===== config.mk =====
export PLATFORM = sky130hd
export DESIGN_NAME = alpha_bounding_box_tracker_top
export DESIGN_NICKNAME = d
export VERILOG_FILES = /design/src/rtl/core/abbt_pkg.sv /design/src/rtl/core/abbt_front.sv /design/src/rtl/core/abbt_evq.sv /design/src/rtl/core/abbt_back.sv /design/src/rtl/core/alpha_bounding_box_tracker_top.sv
export VERILOG_INCLUDE_DIRS = /design/src /design/src/rtl/core
export SDC_FILE = /design/constraint.sdc
export NUM_CORES = 1
export LEC_CHECK = 0
export ABC_AREA = 1
export BUFFER_PORTS_ARGS = -buffer_cell sky130_fd_sc_hd__clkbuf_2
export CAP_MARGIN = 30
export CORE_ASPECT_RATIO = 1.2
export CORE_MARGIN = 2
export CORE_UTILIZATION = 60
export DETAILED_ROUTE_END_ITERATION = 8
export GPL_TIMING_DRIVEN = 0
export PLACE_DENSITY = 0.92
export SYNTH_ARGS = -nofsm -noshare
export SYNTH_HDL_FRONTEND = slang
export SYNTH_HIERARCHICAL = 1
export SYNTH_SLANG_ARGS = --single-unit

===== constraint.sdc =====
create_clock -name clk_i -period 16.11 [get_ports clk_i]
set_input_delay 0 -clock clk_i [delete_from_list [all_inputs] [get_ports clk_i]]
set_output_delay 0 -clock clk_i [all_outputs]
set_load 0.01 [all_outputs]

===== src/rtl/core/alpha_bounding_box_tracker_top_defines.svh =====
// Assertion macros shared by the alpha bounding box tracker RTL.
`ifndef ALPHA_BOUNDING_BOX_TRACKER_TOP_DEFINES_SVH
`define ALPHA_BOUNDING_BOX_TRACKER_TOP_DEFINES_SVH

`ifndef ASSERT_OFF
// Check on every clock edge outside reset.
`define ABBT_ASSERT(name, prop, msg) \
  name: assert property (@(posedge clk_i) disable iff (!rst_ni) (prop)) else $error(msg);
// Check on every clock edge, reset included.
`define ABBT_ASSERT_ALWAYS(name, prop, msg) \
  name: assert property (@(posedge clk_i) (prop)) else $error(msg);
`else
`define ABBT_ASSERT(name, prop, msg)
`define ABBT_ASSERT_ALWAYS(name, prop, msg)
`endif

`endif


===== src/rtl/core/abbt_pkg.sv =====
// Types and constants of the alpha bounding box tracker.
package abbt_pkg;

  localparam int unsigned CFG_W     = 13;
  localparam int unsigned CFG_MAX   = (2 ** CFG_W) - 1;
  localparam int unsigned POS_W     = CFG_W;
  localparam int unsigned ALPHA_W   = 8;
  localparam int unsigned LT_W      = 12;
  localparam int unsigned RB_W      = 13;
  localparam int unsigned EVQ_DEPTH = 2;
  localparam int unsigned APB_AW    = 3;
  localparam int unsigned APB_DW    = 32;

  localparam logic [CFG_W-1:0] WIDTH_RESET  = CFG_W'(1024);
  localparam logic [CFG_W-1:0] HEIGHT_RESET = CFG_W'(1024);

  typedef enum logic {
    REG_FRAME_WIDTH  = 1'b0,
    REG_FRAME_HEIGHT = 1'b1
  } reg_idx_e;

  typedef enum logic {
    KIND_FRAME = 1'b0,
    KIND_UNION = 1'b1
  } box_kind_e;

  // Box of one finished frame, on its way from the front to the back.
  typedef struct packed {
    logic [POS_W-1:0] left;
    logic [POS_W-1:0] top;
    logic [POS_W-1:0] right;
    logic [POS_W-1:0] bottom;
    logic             transp;
    logic             seq_end;
  } event_t;

  typedef struct packed {
    box_kind_e       kind;
    logic [LT_W-1:0] left;
    logic [LT_W-1:0] top;
    logic [RB_W-1:0] right;
    logic [RB_W-1:0] bottom;
    logic            transp;
    logic            run_end;
  } result_t;

endpackage


===== src/rtl/core/abbt_front.sv =====
// Pixel front end: raster position, per-frame box, frame end events.
module abbt_front #(
  parameter int unsigned MAX_WIDTH  = 4096,
  parameter int unsigned MAX_HEIGHT = 4096
) (
  input  logic                          clk_i,
  input  logic                          rst_ni,
  input  logic [abbt_pkg::CFG_W-1:0]    frame_width_i,
  input  logic [abbt_pkg::CFG_W-1:0]    frame_height_i,
  input  logic                          push_i,
  input  logic [abbt_pkg::ALPHA_W-1:0]  alpha_i,
  input  logic                          sequence_end_i,
  output logic                          full_o,
  input  logic                          evq_full_i,
  output logic                          ev_push_o,
  output abbt_pkg::event_t              ev_o
);
  import abbt_pkg::*;

  localparam int unsigned LIM_W = (MAX_WIDTH < CFG_MAX) ? MAX_WIDTH : CFG_MAX;
  localparam int unsigned LIM_H = (MAX_HEIGHT < CFG_MAX) ? MAX_HEIGHT : CFG_MAX;

  function automatic logic [POS_W-1:0] clamp_size(input logic [CFG_W-1:0] v,
                                                  input logic [POS_W-1:0] lim);
    logic [POS_W-1:0] r;
    r = POS_W'(v);
    if (v == '0) begin
      r = POS_W'(1);
    end else if (POS_W'(v) > lim) begin
      r = lim;
    end
    return r;
  endfunction

  logic [POS_W-1:0] col_q, col_d, row_q, row_d;
  logic [POS_W-1:0] min_x_q, min_x_d, min_y_q, min_y_d;
  logic [POS_W-1:0] max_x_q, max_x_d, max_y_q, max_y_d;
  logic             seen_q, seen_d;

  logic [POS_W-1:0] w_eff, h_eff, x1, y1;
  logic [POS_W-1:0] n_min_x, n_min_y, n_max_x, n_max_y;
  logic             n_seen, accept, opaque, row_done, frame_done;

  always_comb begin
    w_eff      = clamp_size(frame_width_i, POS_W'(LIM_W));
    h_eff      = clamp_size(frame_height_i, POS_W'(LIM_H));
    accept     = push_i & ~evq_full_i;
    opaque     = (alpha_i != '0);
    x1         = col_q + POS_W'(1);
    y1         = row_q + POS_W'(1);
    row_done   = (x1 >= w_eff);
    frame_done = row_done & (y1 >= h_eff);

    n_min_x = min_x_q;
    n_min_y = min_y_q;
    n_max_x = max_x_q;
    n_max_y = max_y_q;
    n_seen  = seen_q;
    if (opaque) begin
      n_seen = 1'b1;
      if (!seen_q) begin
        n_min_x = col_q;
        n_min_y = row_q;
        n_max_x = x1;
        n_max_y = y1;
      end else begin
        if (col_q < min_x_q) n_min_x = col_q;
        if (row_q < min_y_q) n_min_y = row_q;
        if (x1 > max_x_q) n_max_x = x1;
        if (y1 > max_y_q) n_max_y = y1;
      end
    end

    col_d   = col_q;
    row_d   = row_q;
    min_x_d = min_x_q;
    min_y_d = min_y_q;
    max_x_d = max_x_q;
    max_y_d = max_y_q;
    seen_d  = seen_q;
    if (accept) begin
      if (frame_done) begin
        col_d   = '0;
        row_d   = '0;
        min_x_d = '0;
        min_y_d = '0;
        max_x_d = '0;
        max_y_d = '0;
        seen_d  = 1'b0;
      end else begin
        min_x_d = n_min_x;
        min_y_d = n_min_y;
        max_x_d = n_max_x;
        max_y_d = n_max_y;
        seen_d  = n_seen;
        if (row_done) begin
          col_d = '0;
          row_d = y1;
        end else begin
          col_d = x1;
        end
      end
    end

    ev_push_o      = accept & frame_done;
    ev_o.left      = n_seen ? n_min_x : '0;
    ev_o.top       = n_seen ? n_min_y : '0;
    ev_o.right     = n_seen ? n_max_x : '0;
    ev_o.bottom    = n_seen ? n_max_y : '0;
    ev_o.transp    = ~n_seen;
    ev_o.seq_end   = sequence_end_i;
  end

  assign full_o = evq_full_i;

  always_ff @(posedge clk_i or negedge rst_ni) begin
    if (!rst_ni) begin
      col_q   <= '0;
      row_q   <= '0;
      min_x_q <= '0;
      min_y_q <= '0;
      max_x_q <= '0;
      max_y_q <= '0;
      seen_q  <= 1'b0;
    end else begin
      col_q   <= col_d;
      row_q   <= row_d;
      min_x_q <= min_x_d;
      min_y_q <= min_y_d;
      max_x_q <= max_x_d;
      max_y_q <= max_y_d;
      seen_q  <= seen_d;
    end
  end

`include "alpha_bounding_box_tracker_top_defines.svh"

  `ABBT_ASSERT(front_box_order, seen_q |-> (max_x_q > min_x_q) && (max_y_q > min_y_q), "frame box inverted")
  `ABBT_ASSERT(front_frame_clear, ev_push_o |=> (col_q == '0) && (row_q == '0) && !seen_q, "frame state not cleared")

endmodule


===== src/rtl/core/abbt_evq.sv =====
// Short event queue between the pixel front end and the box back end.
module abbt_evq (
  input  logic             clk_i,
  input  logic             rst_ni,
  input  logic             push_i,
  input  abbt_pkg::event_t data_i,
  output logic             full_o,
  output logic             valid_o,
  output abbt_pkg::event_t data_o,
  input  logic             pop_i
);
  import abbt_pkg::*;

  localparam int unsigned PTR_W = (EVQ_DEPTH > 1) ? $clog2(EVQ_DEPTH) : 1;
  localparam int unsigned CNT_W = $clog2(EVQ_DEPTH + 1);

  event_t           mem_q [EVQ_DEPTH];
  logic [PTR_W-1:0] wr_ptr_q, rd_ptr_q;
  logic [CNT_W-1:0] cnt_q, cnt_d;

  assign full_o  = (cnt_q == CNT_W'(EVQ_DEPTH));
  assign valid_o = (cnt_q != '0);
  assign data_o  = mem_q[rd_ptr_q];

  always_comb begin
    cnt_d = cnt_q;
    if (push_i && !pop_i) begin
      cnt_d = cnt_q + CNT_W'(1);
    end else if (pop_i && !push_i) begin
      cnt_d = cnt_q - CNT_W'(1);
    end
  end

  always_ff @(posedge clk_i) begin
    if (push_i) begin
      mem_q[wr_ptr_q] <= data_i;
    end
  end

  always_ff @(posedge clk_i or negedge rst_ni) begin
    if (!rst_ni) begin
      wr_ptr_q <= '0;
      rd_ptr_q <= '0;
      cnt_q    <= '0;
    end else begin
      if (push_i) wr_ptr_q <= wr_ptr_q + PTR_W'(1);
      if (pop_i) rd_ptr_q <= rd_ptr_q + PTR_W'(1);
      cnt_q <= cnt_d;
    end
  end

`include "alpha_bounding_box_tracker_top_defines.svh"

  `ABBT_ASSERT(evq_cnt_bound, cnt_q <= CNT_W'(EVQ_DEPTH), "event queue count out of range")
  `ABBT_ASSERT(evq_no_overflow, push_i |-> !full_o, "event pushed into full queue")
  `ABBT_ASSERT(evq_no_underflow, pop_i |-> valid_o, "event popped from empty queue")

endmodule


===== src/rtl/core/abbt_back.sv =====
// Box back end: union over the sequence and the registered result stage.
module abbt_back (
  input  logic              clk_i,
  input  logic              rst_ni,
  input  logic              ev_valid_i,
  input  abbt_pkg::event_t  ev_i,
  output logic              ev_pop_o,
  output logic              res_valid_o,
  output abbt_pkg::result_t res_o,
  input  logic              pop_i
);
  import abbt_pkg::*;

  logic [POS_W-1:0] u_min_x_q, u_min_x_d, u_min_y_q, u_min_y_d;
  logic [POS_W-1:0] u_max_x_q, u_max_x_d, u_max_y_q, u_max_y_d;
  logic             started_q, started_d;
  logic             pend_q, pend_d;
  logic             out_valid_q, out_valid_d;
  result_t          out_q, out_d;
  logic             load;

  always_comb begin
    load     = ~out_valid_q | pop_i;
    ev_pop_o = ev_valid_i & load & ~pend_q;

    u_min_x_d   = u_min_x_q;
    u_min_y_d   = u_min_y_q;
    u_max_x_d   = u_max_x_q;
    u_max_y_d   = u_max_y_q;
    started_d   = started_q;
    pend_d      = pend_q;
    out_valid_d = out_valid_q;
    out_d       = out_q;

    if (load) begin
      if (pend_q) begin
        // Emit the union, then start a new sequence.
        out_valid_d   = 1'b1;
        out_d.kind    = KIND_UNION;
        out_d.left    = LT_W'(u_min_x_q);
        out_d.top     = LT_W'(u_min_y_q);
        out_d.right   = RB_W'(u_max_x_q);
        out_d.bottom  = RB_W'(u_max_y_q);
        out_d.transp  = (u_max_x_q == '0);
        out_d.run_end = 1'b1;
        u_min_x_d     = '0;
        u_min_y_d     = '0;
        u_max_x_d     = '0;
        u_max_y_d     = '0;
        started_d     = 1'b0;
        pend_d        = 1'b0;
      end else if (ev_valid_i) begin
        out_valid_d   = 1'b1;
        out_d.kind    = KIND_FRAME;
        out_d.left    = LT_W'(ev_i.left);
        out_d.top     = LT_W'(ev_i.top);
        out_d.right   = RB_W'(ev_i.right);
        out_d.bottom  = RB_W'(ev_i.bottom);
        out_d.transp  = ev_i.transp;
        out_d.run_end = ~ev_i.seq_end;
        pend_d        = ev_i.seq_end;
        started_d     = 1'b1;
        if (!started_q) begin
          u_min_x_d = ev_i.left;
          u_min_y_d = ev_i.top;
          u_max_x_d = ev_i.right;
          u_max_y_d = ev_i.bottom;
        end else begin
          if (ev_i.left < u_min_x_q) u_min_x_d = ev_i.left;
          if (ev_i.top < u_min_y_q) u_min_y_d = ev_i.top;
          if (ev_i.right > u_max_x_q) u_max_x_d = ev_i.right;
          if (ev_i.bottom > u_max_y_q) u_max_y_d = ev_i.bottom;
        end
      end else begin
        out_valid_d = 1'b0;
      end
    end
  end

  assign res_valid_o = out_valid_q;
  assign res_o       = out_q;

  always_ff @(posedge clk_i) begin
    out_q <= out_d;
  end

  always_ff @(posedge clk_i or negedge rst_ni) begin
    if (!rst_ni) begin
      u_min_x_q   <= '0;
      u_min_y_q   <= '0;
      u_max_x_q   <= '0;
      u_max_y_q   <= '0;
      started_q   <= 1'b0;
      pend_q      <= 1'b0;
      out_valid_q <= 1'b0;
    end else begin
      u_min_x_q   <= u_min_x_d;
      u_min_y_q   <= u_min_y_d;
      u_max_x_q   <= u_max_x_d;
      u_max_y_q   <= u_max_y_d;
      started_q   <= started_d;
      pend_q      <= pend_d;
      out_valid_q <= out_valid_d;
    end
  end

`include "alpha_bounding_box_tracker_top_defines.svh"

  `ABBT_ASSERT(back_pend_has_frame, pend_q |-> out_valid_q, "union pending without a frame result")
  `ABBT_ASSERT(back_frame_before_union, $rose(pend_q) |-> !out_q.run_end && (out_q.kind == KIND_FRAME), "frame result before union must not end the run")

endmodule


===== src/rtl/core/alpha_bounding_box_tracker_top.sv =====
// Alpha bounding box tracker: config registers, front end, event queue, back end.
// Takes one alpha pixel per clock in raster order and reports, at the last pixel of each
// frame, the box around all nonzero-alpha pixels (right and bottom exclusive), or a zero
// box flagged fully_transparent; when that pixel carries sequence_end, the union box of
// the sequence follows with box_kind set. The front end takes a pixel every cycle while
// the two-entry event queue has room; the back end drains one event per cycle into a
// registered result stage while it is empty or popped; results leave at one per pop,
// after the event queue and the result register. A sequence end holds back the next
// event for the union box. frame_width and frame_height (APB offsets 0x0 and 0x4)
// are clamped to 1..MAX_WIDTH and 1..MAX_HEIGHT and should be changed only while idle.
module alpha_bounding_box_tracker_top #(
  parameter int unsigned MAX_WIDTH  = 4096,
  parameter int unsigned MAX_HEIGHT = 4096
) (
  input  logic                          clk_i,
  input  logic                          rst_ni,
  input  logic                          psel,
  input  logic                          penable,
  input  logic                          pwrite,
  input  logic [abbt_pkg::APB_AW-1:0]   paddr,
  input  logic [abbt_pkg::APB_DW-1:0]   pwdata,
  output logic [abbt_pkg::APB_DW-1:0]   prdata,
  output logic                          pready,
  input  logic                          push,
  output logic                          full,
  input  logic [abbt_pkg::ALPHA_W-1:0]  alpha_i,
  input  logic                          sequence_end_i,
  output logic                          empty,
  input  logic                          pop,
  output logic                          box_kind_o,
  output logic [abbt_pkg::LT_W-1:0]     box_left_o,
  output logic [abbt_pkg::LT_W-1:0]     box_top_o,
  output logic [abbt_pkg::RB_W-1:0]     box_right_o,
  output logic [abbt_pkg::RB_W-1:0]     box_bottom_o,
  output logic                          fully_transparent_o,
  output logic                          run_end_o
);
  import abbt_pkg::*;

  logic [CFG_W-1:0] width_q, width_d, height_q, height_d;
  logic             cfg_wr;
  reg_idx_e         reg_idx;
  logic             evq_full, ev_push, ev_valid, ev_pop, res_valid;
  event_t           ev_in, ev_out;
  result_t          res;

  assign pready  = 1'b1;
  assign cfg_wr  = psel & penable & pwrite & pready;
  assign reg_idx = reg_idx_e'(paddr[2]);

  always_comb begin
    width_d  = width_q;
    height_d = height_q;
    prdata   = '0;
    unique case (reg_idx)
      REG_FRAME_WIDTH: begin
        prdata = APB_DW'(width_q);
        if (cfg_wr) width_d = pwdata[CFG_W-1:0];
      end
      REG_FRAME_HEIGHT: begin
        prdata = APB_DW'(height_q);
        if (cfg_wr) height_d = pwdata[CFG_W-1:0];
      end
      default: begin
        prdata = '0;
      end
    endcase
  end

  always_ff @(posedge clk_i or negedge rst_ni) begin
    if (!rst_ni) begin
      width_q  <= WIDTH_RESET;
      height_q <= HEIGHT_RESET;
    end else begin
      width_q  <= width_d;
      height_q <= height_d;
    end
  end

  abbt_front #(
    .MAX_WIDTH (MAX_WIDTH),
    .MAX_HEIGHT(MAX_HEIGHT)
  ) u_front (
    .clk_i         (clk_i),
    .rst_ni        (rst_ni),
    .frame_width_i (width_q),
    .frame_height_i(height_q),
    .push_i        (push),
    .alpha_i       (alpha_i),
    .sequence_end_i(sequence_end_i),
    .full_o        (full),
    .evq_full_i    (evq_full),
    .ev_push_o     (ev_push),
    .ev_o          (ev_in)
  );

  abbt_evq u_evq (
    .clk_i  (clk_i),
    .rst_ni (rst_ni),
    .push_i (ev_push),
    .data_i (ev_in),
    .full_o (evq_full),
    .valid_o(ev_valid),
    .data_o (ev_out),
    .pop_i  (ev_pop)
  );

  abbt_back u_back (
    .clk_i      (clk_i),
    .rst_ni     (rst_ni),
    .ev_valid_i (ev_valid),
    .ev_i       (ev_out),
    .ev_pop_o   (ev_pop),
    .res_valid_o(res_valid),
    .res_o      (res),
    .pop_i      (pop & res_valid)
  );

  assign empty               = ~res_valid;
  assign box_kind_o          = res.kind;
  assign box_left_o          = res.left;
  assign box_top_o           = res.top;
  assign box_right_o         = res.right;
  assign box_bottom_o        = res.bottom;
  assign fully_transparent_o = res.transp;
  assign run_end_o           = res.run_end;

endmodule

==> impl_metrics.tcl <==
set metrics [dict create \
    outcome "completed" \
    overflow 0 \
    finClkSkew_ps 16.9 \
    r2r-end "u_evq/mem_q[0][11]" \
    cts_tree "done" \
    ys_top_cells_by_area "edfxtp_1 (26%), dfrtp_1 (22%), nand2_1 (15%)" \
    fin_setup_tns_ps 0 \
    finalSetupViolCount 0 \
    relSlewSlack 0.461 \
    hold_viol 0 \
    fin_area_mm2 0.0213 \
    track_usage 0.301 \
    crit_required_ps 16370 \
    start_util 0.611 \
    final.period_utilization 0.291 \
    drt_iter0_drc 1776 \
    cts-root-buf "clkbuf_16" \
    drc 0 \
    arrival_ps 4950 \
    multi_input_area_mm2 0.00818 \
    async_reset_ff_frac 0.505 \
    timing.hold.ws_ps 5.99 \
    ctsResizeCount 0 \
    r2r_slack_ps 11410 \
    min_path_type "in -> async" \
    tightest_slew_ps 806 \
    synth_ff_type "dfrtp_1" \
    startpoint_type "register" \
    dpl_cell_area_mm2 0.0199 \
    cap_violations 0 \
    crit_type "reg -> reg" \
    end_kind "register" \
    std_cell_rows 70 \
    netlist_area_mm2 0.0187 \
    ctsHoldBuffers 37 \
    syn_inst 2144 \
    cp_slowest_stage_delay_ps 630 \
    rsz0062_at_grt "false" \
    clk_pin_slew_ps 70 \
    avgSynthCellArea_um2 8.74 \
    synthTopCellsByCount "nand2_1 (729), inv_1 (246), dfrtp_1 (162)" \
    dr.pass1.iters 6 \
    reg2reg_depth 19 \
    p_per_area_mw_per_mm2 223 \
    die_h_um 198 \
    clock_path_buffers 3 \
    die-area_mm2 0.0327 \
    antenna_found_initial 1 \
    fillers 2149 \
    grt_pass1_vias 16000 \
    synth.most_common_cell "nand2_1" \
    ys_ff_latch 325 \
    p_leak_uw 0.0107 \
    fmax_mhz 213 \
    die_x_um 165 \
    r2r-start "u_front/col_q[0]" \
    cts_sinks 325 \
    numPortBuffers 95 \
    diodes 0 \
    peakVddDrop_v 0.000152 \
    cp_slowest_cell "nor2_4" \
    fin_nets 2511 \
    post_cts_buffers 0 \
    yosys_warnings 6 \
    synth_edf_count 161 \
    crit_top_cell "nand2_1" \
    synth_top_area_frac 0.258 \
    cts-buffers-inserted 31 \
    grt_max_degree 86 \
    synth_area_leader_cell "edfxtp_1" \
    crit_chain "ha_1, nand2_1, nor2_2, nand2_1, nor2_1, nand4_1, nand2_1, inv_1, ha_1, nand2_1, nor3_1, nand2_1, nand3_2, nand2_2, buf_2, nor2_1, inv_1, nor2_4, buf_12" \
    clkLatencyLatePin_ps 570 \
    period_minus_slack_ps 4700 \
    grt_pass1_wl_mm 78.3 \
    route.detailed.wl_per_inst_um 17.5 \
    io_pins 139 \
    seqCellArea_mm2 0.00894 \
    synthToLayoutAreaGrowth_pct 13.7 \
    viasPerCell 5.78 \
    dp_hpwl_mm 34.4 \
    drive_gt1_frac 0.136 \
    dr_total_vias 15900 \
    htreeDepth 1 \
    drt_wl_total_mm 48.1 \
    coreArea_mm2 0.0307 \
    drv_slew 0 \
    ant_nets 0 \
    ys_types 39 \
    gp_congestion 0.923 \
    synth-seq-area-share 0.477 \
    crit_fanout 28 \
    total_power_uw 4760 \
]
[final cells by class]
type	instances	share of cell area
plain buffers	105	0.0348
clock buffers	40	0.0403
clock inverters	17	0.00939
inverters	253	0.0447
multi-input cells	1479	0.384
flip-flops and latches	325	0.420
well taps	396	0.0232
repair buffers	136	0.0442
[critical path: cells and delay by family, from the launching register on]
kind,cells,cell delay (ps)
and+or+nand+nor,13,2460
buffers and inverters,4,760
adders and majority gates,2,590
DFF,1,540
[cells in the final DEF (no fill, tap or decap), types with 27 or more instances in the layout]
| cell type | n |
|---|---|
| buf_4 | 38 |
| clkbuf_2 | 94 |
| nand2_1 | 729 |
| o21ai_0 | 89 |
| edfxtp_1 | 161 |
| nor2_1 | 66 |
| a21oi_1 | 68 |
| inv_1 | 245 |
| clkbuf_1 | 27 |
| clkbuf_16 | 31 |
| nand3_1 | 159 |
| dlygate4sd3_1 | 37 |
| dfrtp_1 | 162 |
| ha_1 | 129 |
| mux2_4 | 49 |
| nand4_1 | 81 |
[how the worst max path moves through the flow]
| stage | start | to | slack [ps] | cells past startpoint |
|---|---|---|---|---|
| 6_report | u_front/col_q[0] | u_evq/mem_q[0][11] | 11410 | 19 |
| 5_1_grt | u_front/col_q[0] | u_evq/mem_q[0][15] | 11070 | 20 |
| 4_1_cts | u_front/col_q[0] | u_evq/mem_q[0][13] | 11450 | 19 |
| 3_5_place_dp | u_front/col_q[0] | u_evq/mem_q[0][9] | 11520 | 19 |
| 3_3_place_gp | u_front/col_q[0] | u_evq/mem_q[0][34] | 9250 | 18 |
| 2_1_floorplan | u_front/col_q[0] | u_evq/mem_q[0][0] | 10810 | 18 |
[stage by stage]
stage          instances  setup slack (ps)  utilization
3_5_place_dp        2657             11520        0.649
3_3_place_gp        2653              9250        0.645
4_1_cts             2751             11450        0.695
2_1_floorplan       2162             10810            -
5_1_grt             2751             11070        0.695
6_report            2751             11410        0.695
[metal layers]
| layer | routed length, um | global-route usage | up-vias |
|---|---|---|---|
| li1 | - | - | 7411 |
| met1 | 17600 | 0.355 | 7409 |
| met2 | 24200 | 0.528 | 866 |
| met3 | 3580 | 0.0363 | 201 |
| met4 | 2760 | 0.173 | 2 |
| met5 | 17 | 0 | - |
[power breakdown]
group | leakage (uW) | switching [uW] | internal, uW | total (uW)
clock network | 0.000513 | 320 | 441 | 761
logic | 0.00658 | 1720 | 868 | 2590
registers | 0.00362 | 146 | 1270 | 1410
total | 0.0107 | 2190 | 2580 | 4760
[cells by family (layout without fill, tap and decap cells)]
family / count (synthesis) / after routing / share of synthesized area
adders and majority gates: 129 / 129 / 0.0861
buffers and inverters: 358 / 551 / 0.0903
DFF: 325 / 325 / 0.477
other: 2 / 20 / 0.000401
xor gates and xnor gates: 8 / 8 / 0.00374
and+or+nand+nor: 1101 / 1101 / 0.255
AOI/OAI and AO/OA: 167 / 167 / 0.0455
muxes: 54 / 54 / 0.0423
[flip-flops by register name, summed over array words and instances (netlist names), 2 cells and up]
signal / count
u_evq/mem_q: 108
u_back/res_o: 53
height_q: 13
u_back/u_max_x_q: 13
u_back/u_max_y_q: 13
u_back/u_min_x_q: 13
u_back/u_min_y_q: 13
u_front/col_q: 13
u_front/max_x_q: 13
u_front/max_y_q: 13
u_front/min_x_q: 13
u_front/min_y_q: 13
u_front/row_q: 13
width_q: 13
u_evq/cnt_q: 2
Note: power is estimated with default switching activity, not from simulation.
